[config.mk]
export PLATFORM = sky130hd
export DESIGN_NAME = glob_pattern_matcher_top
export DESIGN_NICKNAME = d
export VERILOG_FILES = /design/src/rtl/core/gpm_pkg.sv /design/src/rtl/core/gpm_store.sv /design/src/rtl/core/gpm_engine.sv /design/src/rtl/core/glob_pattern_matcher_top.sv
export SDC_FILE = /design/constraint.sdc
export NUM_CORES = 2
export LEC_CHECK = 0
export BUFFER_PORTS_ARGS = -buffer_cell sky130_fd_sc_hd__buf_4
export CAP_MARGIN = 20
export CELL_PAD_IN_SITES_DETAIL_PLACEMENT = 2
export CELL_PAD_IN_SITES_GLOBAL_PLACEMENT = 2
export CORE_AREA = 2 2 540 542
export DETAILED_ROUTE_END_ITERATION = 8
export DIE_AREA = 0 0 542 544
export HOLD_SLACK_MARGIN = 0.08
export PLACE_DENSITY_LB_ADDON = 0.1
export REMOVE_ABC_BUFFERS = 1
export SLEW_MARGIN = 20
export SYNTH_ARGS = -nofsm -noshare
export SYNTH_HDL_FRONTEND = slang
export SYNTH_SLANG_ARGS = --single-unit
[constraint.sdc]
create_clock -name clk -period 7.9 [get_ports clk]
set_input_delay 0.395 -clock clk [delete_from_list [all_inputs] [get_ports clk]]
set_output_delay 0.395 -clock clk [all_outputs]
set_load 0.01 [all_outputs]
[src/rtl/core/gpm_pkg.sv]
// ---------------------------------------------------------------------------
// gpm_pkg
// beat types, action codes and glob syntax bytes for the matcher
// ---------------------------------------------------------------------------
`default_nettype none

package gpm_pkg;

    localparam logic [1:0] ACT_PATTERN  = 2'd0;
    localparam logic [1:0] ACT_SUBJECT  = 2'd1;
    localparam logic [1:0] ACT_EVALUATE = 2'd2;

    localparam logic [7:0] CH_STAR   = 8'h2A;
    localparam logic [7:0] CH_QMARK  = 8'h3F;
    localparam logic [7:0] CH_OPEN   = 8'h5B;
    localparam logic [7:0] CH_CARET  = 8'h5E;
    localparam logic [7:0] CH_CLOSE  = 8'h5D;
    localparam logic [7:0] CH_DASH   = 8'h2D;
    localparam logic [7:0] CH_UPPER_A = 8'h41;
    localparam logic [7:0] CH_UPPER_Z = 8'h5A;
    localparam logic [7:0] CASE_OFFSET = 8'h20;

    typedef struct packed {
        logic [1:0] action;
        logic [7:0] byte_value;
    } item_t;

    typedef struct packed {
        logic matched;
        logic overflowed;
    } result_t;

    typedef struct packed {
        logic       pat_we;
        logic       subj_we;
        logic [7:0] data;
    } load_cmd_t;

    function automatic logic [7:0] fold_ascii(input logic [7:0] c);
        if (c >= CH_UPPER_A && c <= CH_UPPER_Z)
        begin
            return c + CASE_OFFSET;
        end
        return c;
    endfunction

endpackage

`default_nettype wire

[src/rtl/core/gpm_store.sv]
// ---------------------------------------------------------------------------
// gpm_store
// pattern and subject memories with fill counts and overflow flag
// ---------------------------------------------------------------------------
`default_nettype none

module gpm_store #(
    parameter int PATTERN_DEPTH = 64,
    parameter int SUBJECT_DEPTH = 256,
    parameter int PCW = $clog2(PATTERN_DEPTH + 1),
    parameter int SCW = $clog2(SUBJECT_DEPTH + 1),
    parameter int PAW = (PATTERN_DEPTH > 1) ? $clog2(PATTERN_DEPTH) : 1,
    parameter int SAW = (SUBJECT_DEPTH > 1) ? $clog2(SUBJECT_DEPTH) : 1
) (
    input  wire logic              clk,
    input  wire logic              rst_n,
    input  wire gpm_pkg::load_cmd_t cmd,
    input  wire logic              clear,
    input  wire logic [PAW-1:0]    pat_raddr,
    input  wire logic [SAW-1:0]    subj_raddr,
    output logic      [7:0]        pat_rdata,
    output logic      [7:0]        subj_rdata,
    output logic      [PCW-1:0]    pat_count,
    output logic      [SCW-1:0]    subj_count,
    output logic                   overflow
);

    localparam logic [PCW-1:0] PAT_FULL  = PCW'(PATTERN_DEPTH);
    localparam logic [SCW-1:0] SUBJ_FULL = SCW'(SUBJECT_DEPTH);

    logic [7:0] pat_mem  [PATTERN_DEPTH];
    logic [7:0] subj_mem [SUBJECT_DEPTH];

    logic [PCW-1:0] pat_count_reg, pat_count_next;
    logic [SCW-1:0] subj_count_reg, subj_count_next;
    logic           overflow_reg, overflow_next;
    logic           pat_wr, subj_wr;

    always_comb
    begin
        pat_wr          = cmd.pat_we && (pat_count_reg != PAT_FULL);
        subj_wr         = cmd.subj_we && (subj_count_reg != SUBJ_FULL);
        pat_count_next  = pat_count_reg;
        subj_count_next = subj_count_reg;
        overflow_next   = overflow_reg;
        if (clear)
        begin
            pat_count_next  = '0;
            subj_count_next = '0;
            overflow_next   = 1'b0;
        end
        else
        begin
            if (pat_wr)
            begin
                pat_count_next = pat_count_reg + 1'b1;
            end
            if (subj_wr)
            begin
                subj_count_next = subj_count_reg + 1'b1;
            end
            if ((cmd.pat_we && !pat_wr) || (cmd.subj_we && !subj_wr))
            begin
                overflow_next = 1'b1;
            end
        end
    end

    always_ff @(posedge clk or negedge rst_n)
    begin
        if (!rst_n)
        begin
            pat_count_reg  <= '0;
            subj_count_reg <= '0;
            overflow_reg   <= 1'b0;
        end
        else
        begin
            pat_count_reg  <= pat_count_next;
            subj_count_reg <= subj_count_next;
            overflow_reg   <= overflow_next;
        end
    end

    // pattern memory
    always_ff @(posedge clk)
    begin
        if (pat_wr)
        begin
            pat_mem[pat_count_reg[PAW-1:0]] <= cmd.data;
        end
        pat_rdata <= pat_mem[pat_raddr];
    end

    // subject memory
    always_ff @(posedge clk)
    begin
        if (subj_wr)
        begin
            subj_mem[subj_count_reg[SAW-1:0]] <= cmd.data;
        end
        subj_rdata <= subj_mem[subj_raddr];
    end

    assign pat_count  = pat_count_reg;
    assign subj_count = subj_count_reg;
    assign overflow   = overflow_reg;

endmodule

`default_nettype wire

[src/rtl/core/gpm_engine.sv]
// ---------------------------------------------------------------------------
// gpm_engine
// sequencer that walks pattern and subject stores with star backtracking
// ---------------------------------------------------------------------------
`default_nettype none

module gpm_engine #(
    parameter int PATTERN_DEPTH = 64,
    parameter int SUBJECT_DEPTH = 256,
    parameter int PCW = $clog2(PATTERN_DEPTH + 1),
    parameter int SCW = $clog2(SUBJECT_DEPTH + 1),
    parameter int PAW = (PATTERN_DEPTH > 1) ? $clog2(PATTERN_DEPTH) : 1,
    parameter int SAW = (SUBJECT_DEPTH > 1) ? $clog2(SUBJECT_DEPTH) : 1
) (
    input  wire logic           clk,
    input  wire logic           rst_n,
    input  wire logic           start,
    input  wire logic           nocase,
    input  wire logic [PCW-1:0] pat_count,
    input  wire logic [SCW-1:0] subj_count,
    input  wire logic [7:0]     pat_rdata,
    input  wire logic [7:0]     subj_rdata,
    output logic      [PAW-1:0] pat_raddr,
    output logic      [SAW-1:0] subj_raddr,
    output logic                idle,
    output logic                done,
    output logic                matched
);

    localparam logic [3:0] ST_IDLE   = 4'd0;
    localparam logic [3:0] ST_FETCH  = 4'd1;
    localparam logic [3:0] ST_DECIDE = 4'd2;
    localparam logic [3:0] ST_C_RD   = 4'd3;
    localparam logic [3:0] ST_C_B0   = 4'd4;
    localparam logic [3:0] ST_C_B1   = 4'd5;
    localparam logic [3:0] ST_C_B2   = 4'd6;
    localparam logic [3:0] ST_T_RD   = 4'd7;
    localparam logic [3:0] ST_T_CHK  = 4'd8;
    localparam logic [3:0] ST_DONE   = 4'd9;

    logic [3:0]     state_reg, state_next;
    logic [PCW-1:0] p_reg, p_next;
    logic [SCW-1:0] s_reg, s_next;
    logic           star_reg, star_next;
    logic [PCW-1:0] star_at_reg, star_at_next;
    logic [SCW-1:0] resume_reg, resume_next;
    logic [PCW-1:0] cp_reg, cp_next;
    logic [7:0]     c_reg, c_next;
    logic [7:0]     b0_reg, b0_next;
    logic           inv_reg, inv_next;
    logic           found_reg, found_next;
    logic           first_reg, first_next;
    logic           match_reg, match_next;

    logic           fail;
    logic           lit;
    logic [PCW:0]   cp_plus2;

    always_comb
    begin
        lit      = nocase ? (gpm_pkg::fold_ascii(pat_rdata) == gpm_pkg::fold_ascii(subj_rdata))
                          : (pat_rdata == subj_rdata);
        cp_plus2 = {1'b0, cp_reg} + (PCW+1)'(2);
    end

    // read addresses, data arrives in the following state
    always_comb
    begin
        case (state_reg)
            ST_C_RD:  pat_raddr = cp_reg[PAW-1:0];
            ST_C_B0:  pat_raddr = PAW'(cp_reg + 1'b1);
            ST_C_B1:  pat_raddr = PAW'(cp_reg + PCW'(2));
            default:  pat_raddr = p_reg[PAW-1:0];
        endcase
        subj_raddr = s_reg[SAW-1:0];
    end

    always_comb
    begin
        state_next   = state_reg;
        p_next       = p_reg;
        s_next       = s_reg;
        star_next    = star_reg;
        star_at_next = star_at_reg;
        resume_next  = resume_reg;
        cp_next      = cp_reg;
        c_next       = c_reg;
        b0_next      = b0_reg;
        inv_next     = inv_reg;
        found_next   = found_reg;
        first_next   = first_reg;
        match_next   = match_reg;
        fail         = 1'b0;

        case (state_reg)
            ST_IDLE:
            begin
                if (start)
                begin
                    p_next     = '0;
                    s_next     = '0;
                    star_next  = 1'b0;
                    state_next = ST_FETCH;
                end
            end
            ST_FETCH:
            begin
                state_next = (s_reg >= subj_count) ? ST_T_RD : ST_DECIDE;
            end
            ST_DECIDE:
            begin
                c_next = subj_rdata;
                if (p_reg >= pat_count)
                begin
                    fail = 1'b1;
                end
                else if (pat_rdata == gpm_pkg::CH_STAR)
                begin
                    star_next    = 1'b1;
                    star_at_next = p_reg;
                    resume_next  = s_reg;
                    p_next       = p_reg + 1'b1;
                    state_next   = ST_FETCH;
                end
                else if (pat_rdata == gpm_pkg::CH_QMARK || lit)
                begin
                    p_next     = p_reg + 1'b1;
                    s_next     = s_reg + 1'b1;
                    state_next = ST_FETCH;
                end
                else if (pat_rdata == gpm_pkg::CH_OPEN)
                begin
                    cp_next    = p_reg + 1'b1;
                    inv_next   = 1'b0;
                    found_next = 1'b0;
                    first_next = 1'b1;
                    state_next = ST_C_RD;
                end
                else
                begin
                    fail = 1'b1;
                end
            end
            ST_C_RD:
            begin
                if (cp_reg >= pat_count)
                begin
                    fail = 1'b1;
                end
                else
                begin
                    state_next = ST_C_B0;
                end
            end
            ST_C_B0:
            begin
                first_next = 1'b0;
                b0_next    = pat_rdata;
                if (first_reg && pat_rdata == gpm_pkg::CH_CARET)
                begin
                    inv_next   = 1'b1;
                    cp_next    = cp_reg + 1'b1;
                    state_next = ST_C_RD;
                end
                else if (pat_rdata == gpm_pkg::CH_CLOSE)
                begin
                    if (found_reg ^ inv_reg)
                    begin
                        p_next     = cp_reg + 1'b1;
                        s_next     = s_reg + 1'b1;
                        state_next = ST_FETCH;
                    end
                    else
                    begin
                        fail = 1'b1;
                    end
                end
                else if (cp_plus2 < {1'b0, pat_count})
                begin
                    state_next = ST_C_B1;
                end
                else
                begin
                    if (pat_rdata == c_reg)
                    begin
                        found_next = 1'b1;
                    end
                    cp_next    = cp_reg + 1'b1;
                    state_next = ST_C_RD;
                end
            end
            ST_C_B1:
            begin
                if (pat_rdata == gpm_pkg::CH_DASH)
                begin
                    state_next = ST_C_B2;
                end
                else
                begin
                    if (b0_reg == c_reg)
                    begin
                        found_next = 1'b1;
                    end
                    cp_next    = cp_reg + 1'b1;
                    state_next = ST_C_RD;
                end
            end
            ST_C_B2:
            begin
                if (c_reg >= b0_reg && c_reg <= pat_rdata)
                begin
                    found_next = 1'b1;
                end
                cp_next    = PCW'(cp_plus2 + 1'b1);
                state_next = ST_C_RD;
            end
            ST_T_RD:
            begin
                if (p_reg < pat_count)
                begin
                    state_next = ST_T_CHK;
                end
                else
                begin
                    match_next = 1'b1;
                    state_next = ST_DONE;
                end
            end
            ST_T_CHK:
            begin
                if (pat_rdata == gpm_pkg::CH_STAR)
                begin
                    p_next     = p_reg + 1'b1;
                    state_next = ST_T_RD;
                end
                else
                begin
                    match_next = 1'b0;
                    state_next = ST_DONE;
                end
            end
            ST_DONE:
            begin
                state_next = ST_IDLE;
            end
            default:
            begin
                state_next = ST_IDLE;
            end
        endcase

        // mismatch: back to the last star, which swallows one more byte
        if (fail)
        begin
            if (star_reg)
            begin
                p_next      = star_at_reg + 1'b1;
                resume_next = resume_reg + 1'b1;
                s_next      = resume_reg + 1'b1;
                state_next  = ST_FETCH;
            end
            else
            begin
                match_next = 1'b0;
                state_next = ST_DONE;
            end
        end
    end

    always_ff @(posedge clk or negedge rst_n)
    begin
        if (!rst_n)
        begin
            state_reg <= ST_IDLE;
            star_reg  <= 1'b0;
        end
        else
        begin
            state_reg <= state_next;
            star_reg  <= star_next;
        end
    end

    always_ff @(posedge clk)
    begin
        p_reg       <= p_next;
        s_reg       <= s_next;
        star_at_reg <= star_at_next;
        resume_reg  <= resume_next;
        cp_reg      <= cp_next;
        c_reg       <= c_next;
        b0_reg      <= b0_next;
        inv_reg     <= inv_next;
        found_reg   <= found_next;
        first_reg   <= first_next;
        match_reg   <= match_next;
    end

    assign idle    = (state_reg == ST_IDLE);
    assign done    = (state_reg == ST_DONE);
    assign matched = match_reg;

endmodule

`default_nettype wire

[src/rtl/core/glob_pattern_matcher_top.sv]
// ---------------------------------------------------------------------------
// glob_pattern_matcher_top
// glob matcher with '*', '?', literal and bracket class support
// ---------------------------------------------------------------------------
//  channel  | handshake                  | payload
//  ---------+----------------------------+-----------------------------------
//  item     | item_valid / item_ready    | item   (action, byte_value)
//  result   | result_valid / result_ready| result (matched, overflowed)
//  config   | cfg_wr_en                  | cfg_wr_data (case_insensitive)
//
//  a load can follow every cycle while the engine is idle, also while a result waits
//  evaluate: each compare step sends the address, then uses the registered read
//  data; class elements and trailing stars are read byte by byte, then come an
//  end check and finish; the single read port of each memory sets the step time
//  backtracking to the last star repeats steps, up to pattern x subject of them
//  reset clears counts, flag and sequencer at once, no clearing pass; an
//  evaluate beat waits while an earlier result is still unclaimed
// ---------------------------------------------------------------------------
`default_nettype none

module glob_pattern_matcher_top #(
    parameter int PATTERN_DEPTH = 64,
    parameter int SUBJECT_DEPTH = 256
) (
    input  wire logic             clk,
    input  wire logic             rst_n,
    input  wire logic             item_valid,
    output logic                  item_ready,
    input  wire gpm_pkg::item_t   item,
    output logic                  result_valid,
    input  wire logic             result_ready,
    output gpm_pkg::result_t      result,
    input  wire logic             cfg_wr_en,
    input  wire logic             cfg_wr_data
);

    localparam int PCW = $clog2(PATTERN_DEPTH + 1);
    localparam int SCW = $clog2(SUBJECT_DEPTH + 1);
    localparam int PAW = (PATTERN_DEPTH > 1) ? $clog2(PATTERN_DEPTH) : 1;
    localparam int SAW = (SUBJECT_DEPTH > 1) ? $clog2(SUBJECT_DEPTH) : 1;

    logic               nocase_reg;
    logic               result_valid_reg, result_valid_next;
    gpm_pkg::result_t   result_reg;

    logic               accept;
    logic               start;
    gpm_pkg::load_cmd_t load_cmd;

    logic [PAW-1:0]     pat_raddr;
    logic [SAW-1:0]     subj_raddr;
    logic [7:0]         pat_rdata;
    logic [7:0]         subj_rdata;
    logic [PCW-1:0]     pat_count;
    logic [SCW-1:0]     subj_count;
    logic               overflow;
    logic               eng_idle;
    logic               eng_done;
    logic               eng_matched;

    // evaluate must not overrun an unclaimed result
    assign item_ready = eng_idle &&
                        (!result_valid_reg || (item.action != gpm_pkg::ACT_EVALUATE));
    assign accept     = item_valid && item_ready;
    assign start      = accept && (item.action == gpm_pkg::ACT_EVALUATE);

    always_comb
    begin
        load_cmd.pat_we  = accept && (item.action == gpm_pkg::ACT_PATTERN);
        load_cmd.subj_we = accept && (item.action == gpm_pkg::ACT_SUBJECT);
        load_cmd.data    = item.byte_value;
    end

    gpm_store #(
        .PATTERN_DEPTH (PATTERN_DEPTH),
        .SUBJECT_DEPTH (SUBJECT_DEPTH)
    ) u_store (
        .clk        (clk),
        .rst_n      (rst_n),
        .cmd        (load_cmd),
        .clear      (eng_done),
        .pat_raddr  (pat_raddr),
        .subj_raddr (subj_raddr),
        .pat_rdata  (pat_rdata),
        .subj_rdata (subj_rdata),
        .pat_count  (pat_count),
        .subj_count (subj_count),
        .overflow   (overflow)
    );

    gpm_engine #(
        .PATTERN_DEPTH (PATTERN_DEPTH),
        .SUBJECT_DEPTH (SUBJECT_DEPTH)
    ) u_engine (
        .clk        (clk),
        .rst_n      (rst_n),
        .start      (start),
        .nocase     (nocase_reg),
        .pat_count  (pat_count),
        .subj_count (subj_count),
        .pat_rdata  (pat_rdata),
        .subj_rdata (subj_rdata),
        .pat_raddr  (pat_raddr),
        .subj_raddr (subj_raddr),
        .idle       (eng_idle),
        .done       (eng_done),
        .matched    (eng_matched)
    );

    // output register: set on finish, cleared when the beat is taken
    always_comb
    begin
        result_valid_next = result_valid_reg;
        if (result_valid_reg && result_ready)
        begin
            result_valid_next = 1'b0;
        end
        if (eng_done)
        begin
            result_valid_next = 1'b1;
        end
    end

    always_ff @(posedge clk or negedge rst_n)
    begin
        if (!rst_n)
        begin
            nocase_reg       <= 1'b0;
            result_valid_reg <= 1'b0;
        end
        else
        begin
            result_valid_reg <= result_valid_next;
            if (cfg_wr_en)
            begin
                nocase_reg <= cfg_wr_data;
            end
        end
    end

    // flag is sampled before the store clears it on the same edge
    always_ff @(posedge clk)
    begin
        if (eng_done)
        begin
            result_reg.matched    <= eng_matched;
            result_reg.overflowed <= overflow;
        end
    end

    assign result_valid = result_valid_reg;
    assign result       = result_reg;

endmodule

`default_nettype wire

==> metrics.cfg <==
[synthesis]
synth.area.top_cells=edfxtp_1, mux4_2, mux2i_1
ys_seq_area_share_pct=74.6
synth_area_um2=106000
synthSimpleGateAreaFrac_pct=3.65
yosysTopAreaCellShare_pct=73.3
synth_top_flop_cell=edfxtp_1
synth.mux.area_fraction_pct=14.3
avgSynthCellArea_um2=18.6
synthCells=5709
synth_largest_area_cell=edfxtp_1
ys_types=75
synth_xor_area_share_pct=0.445
synth_fa_ha_area_share_pct=0.718
async_reset_ff_share_pct=0.902
synth_compound_area_share_pct=4.70
ys_seq_elements=2661
synth_warnings=0
synth_edf_count=2595
yosysMostFrequentCell=edfxtp_1
netlist_top_cells_count=edfxtp_1, mux4_2, nor2_1, mux2i_1, nand2_1
synth_top_family_by_area=multiplexers

[clock_tree]
tritoncts=done
cts.sinks=2661
cts-root-buf=clkbuf_16
cts_resized=0
clkLatencyLatePin_ns=0.90
cts_made_buffers=302
htreeDepth=5
path_clk_slew_ns=0.06
ctsLongestPathBuffers=4
postCtsSetupBuffers=0

[timing]
hold_viol_final=0
setup_slack_ns=2.43
drv_slew=0
period_needed_ns=5.47
fin_crit_sh_pct=69.2
relSlewSlack_pct=25.9
finClkSkew_ns=0.0445
fin_hold_ws_ns=0.287
worst_pin_slew_ns=1.11
max_freq_mhz=183
final-setup-viol-count=0
rsz0062_at_grt=no

[floorplanning]
fp.dieW_um=542
top_level_ports=20
core-area_um2=289000
fp.dieArea_um2=295000
rows=198
die_y_um=544
initial_core_util_pct=36.8

[setup_path]
rrSetupSlack_ns=2.43
worstPathRequired_ns=8.39
cpLargestDelayFamily=simple AND/OR/NAND/NOR gates
arrival_ns=5.96
path_class=flop to flop
worstPathMaxFanout=24
r2r-start=u_engine.state_reg[1]$_DFFE_PN0P_
slowest_stage=nor2_1
startpoint_type=flop
crit_path_cell_trace=nor2_1 -> nand2_1 -> nor3b_1 -> and3_2 -> inv_1 -> nor3_1 -> nand2_1 -> nor2_1
slowest_delay_ns=0.82
path_depth=8
startpoint=u_engine.state_reg[1]$_DFFE_PN0P_
critPathCaptureType=flop
rr_worst_depth=8
crit_buf_inv=1

[hold_path]
hold_path.class=input port to flop
min_path_cells=3
hp-start=result_ready

[flow_run]
max_cap_viol_count=0

[placed_design]
portBuffers=19
dp_hpwl_um=195000
placed_cells=9290
dp_slack_ns=2.52
gp_congestion=0.781

[outcome]
status=finished clean

[route]
dr_total_vias=55318
drc_errors=0
drt_iter0_drc=4567
wl_per_cell_um=32.9
viasPerCell=5.62
first_pass_iters=5
finalWirelength_um=324000
drtAntennaViolNets=0

[grt]
antenna_found_initial=15
grt_use_total_pct=21.9
grt_max_degree=137
grt_pass1_wl_um=465000
gr-total-overflow=0
grt_pass1_vias=60131

[finish]
num-fill-cells=26908
fin_nets=5891
area_growth_pct=13.4
layout-drive-gt1-share_pct=17.5
finalNonFillerCells=9850
largest_reg_flops=2048
final_core_util_pct=41.7

[pwr]
vdd_ir_drop_max_mv=0.335
power_leakage_nw=37.4
power_mw=41.2
power.density_nw_per_um2=342

[area by class of cell]
class	instances	area [um^2]	share of cell area, %
antenna	3	7.51	0.00622
clock buffer	388	8080	6.70
timing repair buffer	134	1400	1.16
inverter	56	214	0.177
tap	3800	4750	3.94
multi-input combinational	2659	25500	21.1
clock inverter	149	1320	1.10
sequential	2661	79400	65.8
[logic make-up (layout without fill, tap and decap cells)]
group / count (synthesis) / in the layout
and+or+nand+nor: 917 / 917
adders and majority gates: 61 / 61
DFF: 2661 / 2661
AOI/OAI and AO/OA: 703 / 703
xor gates and xnor gates: 54 / 54
other: 0 / 3
buffers and inverters: 389 / 727
muxes: 924 / 924
[through the flow]
stage                     cell area, um^2  TNS, ns
final                              121000        0
after global routing               121000        0
after CTS                          121000        0
after detailed placement           111000        0
after global placement             111000        0
after floorplan                    105000  -454.57
[worst reg2reg max path, delay by kind of cell (launching register included)]
family,cells,cell delay (ns)
DFF,1,0.67
buffers and inverters,1,0.25
and+or+nand+nor,7,4.15
[where the power goes]
part	internal (mW)	total, mW	switching, mW	leakage [nW]
combinational	4.40	11.5	7.13	8.84
sequential	15.7	16.1	0.426	24.0
clock	7.86	13.6	5.75	4.60
total	27.9	41.2	13.3	37.4
[per-layer routing]
| layer | vias to the layer above | track usage, % | share of wire (%) |
|---|---|---|---|
| met2 | 1189 | 36.1 | 49 |
| met5 | - | 0 | 0.0034 |
| li1 | 23553 | - | - |
| met4 | 2 | 4.87 | 2.0 |
| met3 | 374 | 2.78 | 3.9 |
| met1 | 30200 | 31.1 | 46 |
[path summary, 6_finish.rpt]
path,end
worst max-delay path,u_store.subj_mem[201][5]$_DFFE_PP_
worst min-delay path,result_valid$_DFFE_PN0P_
worst max register to register,u_store.subj_mem[201][5]$_DFFE_PP_
worst min register to register,result[0]$_DFFE_PP_
max in group asynchronous,u_store.subj_count[8]$_DFFE_PN0P_
min in group asynchronous,u_engine.state_reg[2]$_DFFE_PN0P_
[placed cells by master (no fill, tap or decap), types with 36 or more instances in the layout]
| master | count |
|---|---|
| a21oi_1 | 157 |
| buf_4 | 83 |
| clkbuf_1 | 73 |
| clkbuf_16 | 308 |
| clkinv_1 | 61 |
| clkinv_2 | 46 |
| dfxtp_1 | 36 |
| edfxtp_1 | 2595 |
| ha_1 | 61 |
| inv_1 | 50 |
| mux2i_1 | 443 |
| mux4_2 | 478 |
| nand2_1 | 266 |
| nand3_1 | 59 |
| nor2_1 | 450 |
| o21ai_0 | 54 |
| o221ai_1 | 220 |
| o22ai_1 | 119 |
| xnor2_1 | 36 |
[repair_timing]
| action | CTS | global route |
|---|---|---|
| hold buffers | 19 | 0 |
| endpoints found under the hold margin | 419 | 0 |
| setup endpoints to repair | 0 | 0 |
No activity file was read; power rests on OpenSTA's default activity.
